**src/hw/rtl/nfba_pkg.sv**
```systemverilog
// ----------------------------------------------------------------------------
// nfba_pkg
// Shared types and constants for the next-fit byte pool allocator.
// ----------------------------------------------------------------------------
`default_nettype none

package nfba_pkg;

    localparam int POOL_BYTES   = 8192;
    localparam int HEADER_BYTES = 8;
    localparam int ALIGN_BYTES  = 8;
    localparam int GRANULES     = POOL_BYTES / ALIGN_BYTES;
    localparam int MIN_BLOCK    = HEADER_BYTES + ALIGN_BYTES;
    localparam int GW           = $clog2(GRANULES);

    typedef enum logic [1:0] {
        ST_OK      = 2'd0,
        ST_NULL    = 2'd1,
        ST_NO_FIT  = 2'd2,
        ST_INVALID = 2'd3
    } status_t;

    localparam logic OPC_ALLOC = 1'b0;
    localparam logic OPC_FREE  = 1'b1;

    localparam logic REG_POOL_BYTES   = 1'b0;
    localparam logic REG_POOL_ENABLED = 1'b1;

    typedef struct packed {
        logic [GW-1:0] nxt;
        logic          start;
        logic          used;
    } entry_t;

    typedef enum logic [3:0] {
        DP_NOP,
        DP_CLEAR,
        DP_LOAD,
        DP_INIT_WALK,
        DP_RD_CUR,
        DP_STEP_NEXT,
        DP_TAKE_C,
        DP_RD_NX,
        DP_MERGE,
        DP_WSPLIT,
        DP_WCUR_KEEP,
        DP_WCUR_ALLOC,
        DP_RD_FREE,
        DP_FREE_COMMIT,
        DP_RESULT
    } dp_op_t;

    typedef struct packed {
        dp_op_t  op;
        status_t status;
    } dp_cmd_t;

    typedef struct packed {
        logic clear_req;
        logic clear_done;
        logic pool_ok;
        logic is_free;
        logic size_zero;
        logic oversize;
        logic visits_zero;
        logic rd_used;
        logic fit;
        logic split;
        logic free_null;
        logic free_pre_bad;
        logic free_entry_bad;
    } dp_stat_t;

endpackage

`default_nettype wire

```
**src/hw/rtl/nfba_ctrl.sv**
```systemverilog
// ----------------------------------------------------------------------------
// nfba_ctrl
// Sequencer for table clearing, allocate walks, frees and result hand-off.
// ----------------------------------------------------------------------------
`default_nettype none

module nfba_ctrl (
    input  wire                 aclk,
    input  wire                 aresetn,
    input  wire                 s_valid,
    output logic                s_ready,
    output logic                m_valid,
    input  wire                 m_ready,
    input  nfba_pkg::dp_stat_t  stat,
    output nfba_pkg::dp_cmd_t   cmd
);

    typedef enum logic [3:0] {
        S_CLEAR, S_IDLE, S_DECIDE, S_A_RD, S_A_EVAL, S_M_RD, S_M_EVAL,
        S_C_DEC, S_A_WCUR, S_F_EVAL, S_FIN
    } state_t;

    state_t              state_reg, state_next;
    nfba_pkg::status_t   status_reg, status_next;
    logic                m_valid_reg;
    logic                m_valid_next;

    assign s_ready    = state_reg == S_IDLE;
    assign m_valid    = m_valid_reg;

    always_comb begin
        state_next   = state_reg;
        status_next  = status_reg;
        m_valid_next = m_valid_reg && !m_ready;
        cmd.op       = nfba_pkg::DP_NOP;
        cmd.status   = status_reg;

        case (state_reg)
            S_CLEAR: begin
                cmd.op = nfba_pkg::DP_CLEAR;
                if (stat.clear_done)
                    state_next = S_IDLE;
            end
            S_IDLE: begin
                if (s_valid) begin
                    cmd.op     = nfba_pkg::DP_LOAD;
                    state_next = S_DECIDE;
                end
            end
            S_DECIDE: begin
                state_next = S_FIN;
                if (!stat.pool_ok)
                    status_next = nfba_pkg::ST_INVALID;
                else if (!stat.is_free) begin
                    if (stat.size_zero)
                        status_next = nfba_pkg::ST_NULL;
                    else if (stat.oversize)
                        status_next = nfba_pkg::ST_NO_FIT;
                    else begin
                        cmd.op     = nfba_pkg::DP_INIT_WALK;
                        state_next = S_A_RD;
                    end
                end else begin
                    if (stat.free_null)
                        status_next = nfba_pkg::ST_NULL;
                    else if (stat.free_pre_bad)
                        status_next = nfba_pkg::ST_INVALID;
                    else begin
                        cmd.op     = nfba_pkg::DP_RD_FREE;
                        state_next = S_F_EVAL;
                    end
                end
            end
            S_A_RD: begin
                if (stat.visits_zero) begin
                    status_next = nfba_pkg::ST_NO_FIT;
                    state_next  = S_FIN;
                end else begin
                    cmd.op     = nfba_pkg::DP_RD_CUR;
                    state_next = S_A_EVAL;
                end
            end
            S_A_EVAL: begin
                if (stat.rd_used) begin
                    cmd.op     = nfba_pkg::DP_STEP_NEXT;
                    state_next = S_A_RD;
                end else begin
                    cmd.op     = nfba_pkg::DP_TAKE_C;
                    state_next = S_M_RD;
                end
            end
            S_M_RD: begin
                cmd.op     = nfba_pkg::DP_RD_NX;
                state_next = S_M_EVAL;
            end
            S_M_EVAL: begin
                if (!stat.rd_used) begin
                    cmd.op     = nfba_pkg::DP_MERGE;
                    state_next = S_M_RD;
                end else
                    state_next = S_C_DEC;
            end
            S_C_DEC: begin
                if (stat.fit) begin
                    if (stat.split)
                        cmd.op = nfba_pkg::DP_WSPLIT;
                    state_next = S_A_WCUR;
                end else begin
                    // write back the merged link and move on
                    cmd.op     = nfba_pkg::DP_WCUR_KEEP;
                    state_next = S_A_RD;
                end
            end
            S_A_WCUR: begin
                cmd.op      = nfba_pkg::DP_WCUR_ALLOC;
                status_next = nfba_pkg::ST_OK;
                state_next  = S_FIN;
            end
            S_F_EVAL: begin
                state_next = S_FIN;
                if (stat.free_entry_bad)
                    status_next = nfba_pkg::ST_INVALID;
                else begin
                    cmd.op      = nfba_pkg::DP_FREE_COMMIT;
                    status_next = nfba_pkg::ST_OK;
                end
            end
            S_FIN: begin
                if (!m_valid_reg || m_ready) begin
                    cmd.op       = nfba_pkg::DP_RESULT;
                    m_valid_next = 1'b1;
                    state_next   = S_IDLE;
                end
            end
            default: state_next = S_IDLE;
        endcase

        if (stat.clear_req)
            state_next = S_CLEAR;
    end

    always_ff @(posedge aclk) begin
        if (!aresetn) begin
            state_reg   <= S_CLEAR;
            status_reg  <= nfba_pkg::ST_OK;
            m_valid_reg <= 1'b0;
        end else begin
            state_reg   <= state_next;
            status_reg  <= status_next;
            m_valid_reg <= m_valid_next;
        end
    end

endmodule

`default_nettype wire

```
**config.mk**
```make
export PLATFORM = sky130hd
export DESIGN_NAME = nfba_ctrl
export DESIGN_NICKNAME = d
export VERILOG_FILES = /design/src/hw/rtl/nfba_pkg.sv /design/src/hw/rtl/nfba_ctrl.sv
export SDC_FILE = /design/constraint.sdc
export NUM_CORES = 1
export LEC_CHECK = 0
export BUFFER_PORTS_ARGS = -buffer_cell sky130_fd_sc_hd__buf_2
export CAP_MARGIN = 15
export CELL_PAD_IN_SITES_DETAIL_PLACEMENT = 2
export CELL_PAD_IN_SITES_GLOBAL_PLACEMENT = 2
export CORE_ASPECT_RATIO = 0.8
export CORE_MARGIN = 2
export CORE_UTILIZATION = 29
export CTS_CLUSTER_SIZE = 28
export DETAILED_ROUTE_END_ITERATION = 7
export GPL_TIMING_DRIVEN = 0
export PLACE_DENSITY = 0.8
export SYNTH_ARGS = -nofsm -noshare
export SYNTH_HDL_FRONTEND = slang
export SYNTH_SLANG_ARGS = --single-unit
```
**constraint.sdc**
```tcl
create_clock -name aclk -period 3 [get_ports aclk]
set_input_delay 0.6 -clock aclk [delete_from_list [all_inputs] [get_ports aclk]]
set_output_delay 0.6 -clock aclk [all_outputs]
set_load 0.01 [all_outputs]
```
==> flow_summary.yaml, run 1 <==
cells_and_area:
  final_area_mm2: 0.00101
  area.growth.synth_to_final_pct: 23.7
  layout_common_cells: "29 x buf_2, 8 x nor2_1, 7 x o21ai_0, 7 x a21oi_1, 7 x dfxtp_1"
  diodes: 0
  final_common_cell: "buf_2"
  drive_gt1_share_pct: 27.7
  fin_nets: 159
  finish.utilization_pct: 37.2
  largest_reg_flops: 4
sta:
  fin_tns_setup_ps: 0
  tightest_slew_ps: 422
  finalSetupViolations: 0
  relSlewSlack_pct: 71.5
  period_share_pct: 80.8
  hold_viol_final: 0
  min_period_ps: 2430
  drv_slew: 0
  rsz0062_at_grt: "false"
  max_clock_freq_ghz: 0.412
  hold_ws_ps: 473
  finClkSkew_ps: 5.46
drt:
  drtAntennaViolNets: 0
  finalWirelength_mm: 3.15
  drt-wirelength-per-cell_um: 17.6
  routed_via_density: 5.60
  vias: 1003
  remaining_drc_errors: 0
  dr.first_iter.drc_count: 14
  dr.pass1.iters: 4
synthesis:
  synth_warnings: 0
  synth_ff_type: "dfxtp_1"
  ys_types: 47
  syn_avg_cell_area_um2: 7.24
  synth_top_cell_by_area: "dfxtp_1"
  synth.area.top_cells: "dfxtp_1 17%, a21oi_1 4.3%, o21ai_0 4.3%, nor2b_1 3.8%, nor2_1 3.7%"
  synth_seq_area_share_pct: 17.1
  syn-num-nets: 130
  synth_edf_count: 0
  syn_inst: 113
  synthesis.area_um2: 818
  async_flop_share_pct: 0
  synth-seq-cells: 7
  synth_top_cell_area_share_pct: 17.1
placement:
  place.gp.congestion: 0.838
  place_area_um2: 986
  post-dp-hpwl_mm: 2.55
  portBuffers: 24
floorplanning:
  dieArea_mm2: 0.00327
  start_util_pct: 30.1
  core_area_mm2: 0.00272
  io_pins: 25
  die_h_um: 51.5
  die_w_um: 63.4
  rows: 17
clocking:
  cts_made_buffers: 3
  cts_tree: "built"
  clkSlewWorstSetupHoldPaths_ps: 50
  root_buffer: "clkbuf_4"
  hold_buffers: 0
  cts_setup_buffers: 0
  clk_latency_ps: 250
  clockBufferDepth: 2
  clock_sinks: 7
  cts_resized: 0
  htree_num_levels: 1
power:
  power.density_mw_per_mm2: 230
  p_leak_uw: 0.000443
  peakVddDrop_mv: 0.175
  power.total_uw: 233
global_route:
  track_usage_pct: 20.2
  grt-ovfl-total: 0
  grt_pass1_vias: 1075
  grt_first_pass_wirelength_mm: 5.11
  grt_start_max_net_pins: 11
  antenna_found_initial: 0
critical_path:
  slowest_delay_ps: 550
  worstPathCellList: "buf_2 > or4b_4 > o21ai_2 > a21oi_1 > o2111ai_1 > buf_2"
  path_depth: 6
  critical_path_class: "in -> out"
  critPathTopFamily: "simple AND/OR/NAND/NOR gates"
  slowest_stage: "or4b_4"
  r2r_cells: 5
  end_kind: "output pin"
  path_max_fanout: 6
  start_kind: "input pin"
  critPathMostFrequentCell: "buf_2"
  worstPathRequired_ps: 2400
  arrival_ps: 1830
  crit_buf_inv: 2
hold_path:
  hp-class: "reg -> reg"
  whs_path_depth: 2
run:
  maxCapViolations: 0
run_status:
  status: "finished clean"
-- worst min-delay path, stage by stage, from the launching register on --
cell and delay [ps]:
dfxtp_1 310, o31ai_1 60, a21oi_1 60
-- path summary, 6_finish.rpt --
check / start / to / slack, ps
hold / removal: status_reg[0] / status_reg[0] / 470
hold reg to reg: status_reg[0] / status_reg[0] / 470
setup / recovery: stat[9] / cmd[3] / 570
setup reg to reg: state_reg[0] / state_reg[0] / 1470
-- metal layers --
| metal | part of all wire, % | wire length [um] | global-route usage (%) |
|---|---|---|---|
| met1 | 48 | 1520 | 25.5 |
| met2 | 48 | 1500 | 36.3 |
| met3 | 3.4 | 106 | 2.81 |
| met4 | 0.79 | 25 | 5.43 |
| met5 | 0 | 0 | 0 |
-- cells in the mapped netlist, drive strengths merged, types with 3 or more instances --
cell type  number
a21oi           7
buf             7
inv             6
nor3b           3
dfxtp           7
nand2           6
nor2            8
nor2b           5
o21ai          12
nand2b          5
nor3            3
a31oi           4
-- report_power, final --
| part | switching (uW) | internal, uW | leakage, uW |
|---|---|---|---|
| sequential | 0.908 | 94.1 | 0.0000565 |
| combinational | 31.7 | 23.3 | 0.000371 |
| clock | 32.5 | 50.6 | 0.0000150 |
| total | 65.1 | 168 | 0.000443 |
-- cell families after synthesis --
family	after synthesis	share of synthesized area (%)
buffers and inverters	14	8.56
AND/OR/NAND/NOR	43	32.4
multiplexers	2	2.45
flip-flops	7	17.1
AO/OA/AOI/OAI	47	39.4
-- per-stage QoR --
| step | instances | setup WS [ps] |
|---|---|---|
| floorplan | 113 | 918 |
| global placement | 175 | 594 |
| detailed placement | 175 | 583 |
| CTS | 179 | 580 |
| global route | 179 | 432 |
| finish | 179 | 575 |
-- layout make-up --
cell class,count,area (um^2)
clock buffers,4,26.3
inverters,7,26.3
repair buffers,24,120
flip-flops and latches,7,140
multi-input cells,92,608
well taps,38,47.5
plain buffers,7,43.8
fillers,364,1710
(Power assumes the default switching activity.)
==> run 2: changes to the inputs <==
--- a/config.mk
+++ b/config.mk
@@ -11,11 +11,11 @@
 export CELL_PAD_IN_SITES_GLOBAL_PLACEMENT = 2
 export CORE_ASPECT_RATIO = 0.8
 export CORE_MARGIN = 2
-export CORE_UTILIZATION = 29
+export CORE_UTILIZATION = 27
 export CTS_CLUSTER_SIZE = 28
 export DETAILED_ROUTE_END_ITERATION = 7
 export GPL_TIMING_DRIVEN = 0
-export PLACE_DENSITY = 0.8
+export PLACE_DENSITY = 0.75
 export SYNTH_ARGS = -nofsm -noshare
 export SYNTH_HDL_FRONTEND = slang
 export SYNTH_SLANG_ARGS = --single-unit
==> constraint.sdc (replaced) <==
create_clock -name aclk -period 2.55 [get_ports aclk]
set_input_delay 0.51 -clock aclk [delete_from_list [all_inputs] [get_ports aclk]]
set_output_delay 0.51 -clock aclk [all_outputs]
set_load 0.01 [all_outputs]
==> flow_summary.yaml, run 2 (synthesis gave the netlist of run 1 again) <==
run_status:
  status: "finished clean"
sta:
  rsz0062_at_grt: "false"
  min_period_ps: 2320
  tightest_slew_ps: 484
  max_clock_freq_ghz: 0.432
  finClkSkew_ps: 0.512
  fin_tns_setup_ps: 0
  relSlewSlack_pct: 67.3
  drv_slew: 0
  hold_viol_final: 0
  finalSetupViolations: 0
  period_share_pct: 90.9
clocking:
  cts_made_buffers: 3
  root_buffer: "clkbuf_8"
  clockBufferDepth: 2
  clkSlewWorstSetupHoldPaths_ps: 40
  clock_sinks: 7
  hold_buffers: 0
  cts_tree: "built"
  cts_resized: 0
  cts_setup_buffers: 0
  clk_latency_ps: 230
  htree_num_levels: 1
hold_path:
  hp-start: "status_reg[0]"
  hp-class: "reg -> reg"
  whs_path_depth: 2
critical_path:
  critPathLaunch: "state_reg[1]"
  reg2reg_from: "state_reg[0]"
  start_kind: "flop"
  path_max_fanout: 10
  slowest_stage: "dfxtp_1"
  critPathTopFamily: "flip-flops"
  critical_path_class: "reg -> out"
  end_kind: "output pin"
  arrival_ps: 1810
  worstPathCellList: "buf_4 > nor2_1 > and3_1 > a21oi_1 > o2111ai_1 > buf_2"
  crit_buf_inv: 2
  worstPathRequired_ps: 2040
  slowest_delay_ps: 480
  r2r_cells: 5
  path_depth: 6
cells_and_area:
  final_common_cell: "buf_2"
  drive_gt1_share_pct: 27.7
  fin_cells: 179
  fillers: 362
  area.growth.synth_to_final_pct: 26.0
  largest_reg_flops: 4
  seqCellArea_um2: 140
  layout_common_cells: "29 x buf_2, 8 x nor2_1, 7 x o21ai_0, 7 x a21oi_1, 7 x dfxtp_1"
  fin_nets: 159
  multi_input_area_um2: 608
  diodes: 0
placement:
  place.gp.congestion: 0.792
  portBuffers: 24
  post-dp-hpwl_mm: 2.65
  dp.cells: 175
global_route:
  grt-ovfl-total: 0
  grt_first_pass_wirelength_mm: 5.55
  track_usage_pct: 21.5
  antenna_found_initial: 0
  grt_pass1_vias: 1090
  grt_start_max_net_pins: 11
floorplanning:
  io_pins: 25
  die_w_um: 65.6
  die_h_um: 53.2
  core_area_mm2: 0.00283
  start_util_pct: 28.9
  dieArea_mm2: 0.00349
  rows: 17
drt:
  finalWirelength_mm: 3.44
  remaining_drc_errors: 0
  routed_via_density: 5.82
  vias: 1041
  drt-wirelength-per-cell_um: 19.2
  dr.first_iter.drc_count: 46
  dr.pass1.iters: 4
  drtAntennaViolNets: 0
run:
  maxCapViolations: 0
power:
  peakVddDrop_mv: 0.210
  p_leak_uw: 0.000451
  power.density_mw_per_mm2: 333
==> run 2: cell counts in the layout (fill, tap and decap cells not counted) <==
Identical to the previous run, type by type.
==> run 2: layer usage <==
layer / GRT usage [%] / vias to the layer above / wire, um / part of all wire (%)
met5: 0 / - / 0 / 0
met4: 6.25 / 0 / 27 / 0.78
met3: 1.49 / 4 / 141 / 4.1
met2: 37.9 / 31 / 1610 / 47
met1: 28.4 / 516 / 1660 / 48
li1: - / 490 / - / -
==> run 2: worst paths after layout <==
check                                      to  slack [ps]
worst max-delay path                   cmd[3]         230
worst min-delay path            status_reg[0]         480
worst max register to register   state_reg[0]         990
worst min register to register  status_reg[0]         480
==> run 2: worst min-delay path, delay by kind of cell, from the launching register on <==
family             cells  cell delay [ps]
AOI/OAI and AO/OA      2              120
DFF                    1              310
==> run 2: area by class of cell <==
cell class | instances | area share [%]
inverter | 7 | 2.55
sequential | 7 | 13.6
buffer | 7 | 4.25
clock buffer | 4 | 4.37
timing repair buffer | 24 | 11.7
multi-input combinational | 92 | 59.0
tap | 38 | 4.61
==> run 2: through the flow <==
stage / cell area, um^2 / util, % / hold WS [ps] / worst slack, ps / power [uW]
after floorplan: 818 / - / 493 / 648 / 147
after CTS: 1030 / 36.4 / 478 / 223 / 346
after detailed placement: 986 / 34.9 / 465 / 279 / 179
final: 1030 / 36.4 / 482 / 233 / 343
after global placement: 986 / 34.9 / 464 / 320 / 176
after global routing: 1030 / 36.4 / 507 / 115 / 356
==> run 2: report_power, final <==
part	switching (uW)	total, uW	internal (uW)
logic	38.5	66.0	27.5
clock network	55.8	165	109
registers	1.22	112	111
total	95.5	343	247
==> run 3: changes to the inputs <==
--- a/config.mk
+++ b/config.mk
@@ -5,13 +5,14 @@
 export SDC_FILE = /design/constraint.sdc
 export NUM_CORES = 1
 export LEC_CHECK = 0
+export ABC_AREA = 1
 export BUFFER_PORTS_ARGS = -buffer_cell sky130_fd_sc_hd__buf_2
 export CAP_MARGIN = 15
 export CELL_PAD_IN_SITES_DETAIL_PLACEMENT = 2
 export CELL_PAD_IN_SITES_GLOBAL_PLACEMENT = 2
 export CORE_ASPECT_RATIO = 0.8
 export CORE_MARGIN = 2
-export CORE_UTILIZATION = 27
+export CORE_UTILIZATION = 23
 export CTS_CLUSTER_SIZE = 28
 export DETAILED_ROUTE_END_ITERATION = 7
 export GPL_TIMING_DRIVEN = 0
==> flow_summary.yaml, run 3 <==
floorplanning:
  core_area_mm2: 0.00304
  dieArea_mm2: 0.00359
  io_pins: 25
  rows: 18
  start_util_pct: 23.6
  die_h_um: 54.0
  die_w_um: 66.5
power:
  p_leak_uw: 0.000502
  seqPwrFrac_pct: 34.9
  p_comb_share_pct: 18.5
  p_clk_share_pct: 46.6
  power.density_mw_per_mm2: 356
  p_sw_uw: 87.4
  swShare_pct: 26.3
  p_int_uw: 245
  peakVddDrop_mv: 0.225
placement:
  dp_slack_ps: 570
  portBuffers: 24
  place.gp.congestion: 0.887
  place_area_um2: 888
  post-dp-hpwl_mm: 2.35
clocking:
  hold_buffers: 0
  clk_latency_ps: 220
  clkSlewWorstSetupHoldPaths_ps: 40
  clock_sinks: 7
  cts_made_buffers: 3
  cts_resized: 0
  cts_tree: "built"
  htree_num_levels: 1
  cts_setup_buffers: 0
  root_buffer: "clkbuf_8"
  clockBufferDepth: 2
synthesis:
  synth_top_cell_area_share_pct: 19.5
  syn_avg_cell_area_um2: 5.40
  synth_ff_type: "dfxtp_1"
  synthesis.area_um2: 718
  synth.area.top_cells: "dfxtp_1 20%, nand2_1 17%, nor2_1 13%, inv_1 8.4%, nand3_1 7.7%"
  synthTopCellsByCount: "33 x nand2_1, 25 x nor2_1, 16 x inv_1, 11 x nand3_1"
  synth_warnings: 0
  synth_top_cell_by_area: "dfxtp_1"
  synth_most_common_cell: "nand2_1"
  synth_seq_area_share_pct: 19.5
  syn_inst: 133
  ys_types: 18
  async_flop_share_pct: 0
  synth_edf_count: 0
  syn-num-nets: 150
  synth-seq-cells: 7
cells_and_area:
  fin_nets: 179
  area.growth.synth_to_final_pct: 30.0
  final_area_um2: 933
  drive_gt1_share_pct: 28.0
  layout_common_cells: "33 x nand2_1, 25 x nor2_1, 24 x buf_2"
  diodes: 0
  final_common_cell: "nand2_1"
  finish.utilization_pct: 30.7
  largest_reg_flops: 4
critical_path:
  worstPathCellList: "nor2_1 > inv_1 > o21ai_0 > nor3_1 > nand4_1 > buf_2"
  path_max_fanout: 6
  slowest_delay_ps: 400
  arrival_ps: 1620
  crit_buf_inv: 2
  end_kind: "output pin"
  critical_path_class: "reg -> out"
  start_kind: "flop"
  worstPathRequired_ps: 2040
  critPathTopFamily: "simple AND/OR/NAND/NOR gates"
  slowest_stage: "nor2_1"
sta:
  hold_viol_final: 0
  min_period_ps: 2130
  tightest_slew_ps: 447
  fin_tns_setup_ps: 0
  max_clock_freq_ghz: 0.469
  worst_slack_ps: 418
  period_share_pct: 83.6
  drv_slew: 0
  finalSetupViolations: 0
  rsz0062_at_grt: "false"
  relSlewSlack_pct: 70.1
  finClkSkew_ps: 4.65
global_route:
  grt_start_max_net_pins: 10
  grt_first_pass_wirelength_mm: 4.31
  antenna_found_initial: 0
  grt-ovfl-total: 0
  grt_pass1_vias: 920
  track_usage_pct: 16.2
drt:
  finalWirelength_mm: 2.74
  remaining_drc_errors: 0
  dr.pass1.iters: 4
  drtAntennaViolNets: 0
  drt-wirelength-per-cell_um: 13.6
  routed_via_density: 4.64
  vias: 933
  dr.first_iter.drc_count: 13
hold_path:
  hp-class: "reg -> reg"
run_status:
  status: "finished clean"
run:
  maxCapViolations: 0
-- run 3: kinds of logic after synthesis --
group / Yosys count / synth area share [%]
AND/OR/NAND/NOR: 92 / 59.6
buffers and inverters: 20 / 10.5
AO/OA/AOI/OAI: 14 / 10.5
flip-flops: 7 / 19.5
-- run 3: power groups by stage --
| stage | Clock (uW) | Combinational, uW | Sequential [uW] |
|---|---|---|---|
| after floorplan | 0 | 32.7 | 118 |
| after global placement | 0 | 58.4 | 118 |
| after detailed placement | 0 | 62.2 | 118 |
| after CTS | 157 | 62.6 | 116 |
| after global routing | 171 | 69.8 | 116 |
| final | 155 | 61.4 | 116 |
-- run 3: area by class of cell --
type / count / area (um^2)
repair buffers: 24 / 120
flip-flops and latches: 7 / 140
fillers: 407 / 2110
well taps: 40 / 50.0
clock buffers: 4 / 45.0
multi-input cells: 106 / 503
inverters: 20 / 75.1
-- run 3: worst reg2reg max path, cell delays in order, from the launching register on --
cell     delay (ps)
dfxtp_1         510
inv_2            90
nand2_1         140
nor2_2           70
nand2_2         100
o21ai_2          80
nor2_2          190
nand2_1          90
nand2_1          80
nor2_2           30
-- run 3: final timing paths --
path	start	to	slack, ps	cells past startpoint
setup / recovery	state_reg[0]	cmd[3]	420	6
hold / removal	status_reg[1]	status_reg[1]	500	2
setup reg to reg	state_reg[3]	status_reg[1]	1060	9
hold reg to reg	status_reg[1]	status_reg[1]	500	2
-- run 3: per-layer routing --
metal / GRT usage (%) / up-vias / part of all wire [%]
met5: 0 / - / 0
met4: 1.02 / 0 / 0
met3: 3.14 / 0 / 3.7
met2: 30.8 / 21 / 50
met1: 19.9 / 438 / 46
li1: - / 474 / -
-- run 3: stage by stage --
step,instances,hold slack (ps),power [uW]
6_report,201,499,332
5_1_grt,201,547,357
4_1_cts,201,506,335
3_5_place_dp,197,491,180
3_3_place_gp,197,477,176
2_1_floorplan,133,536,150
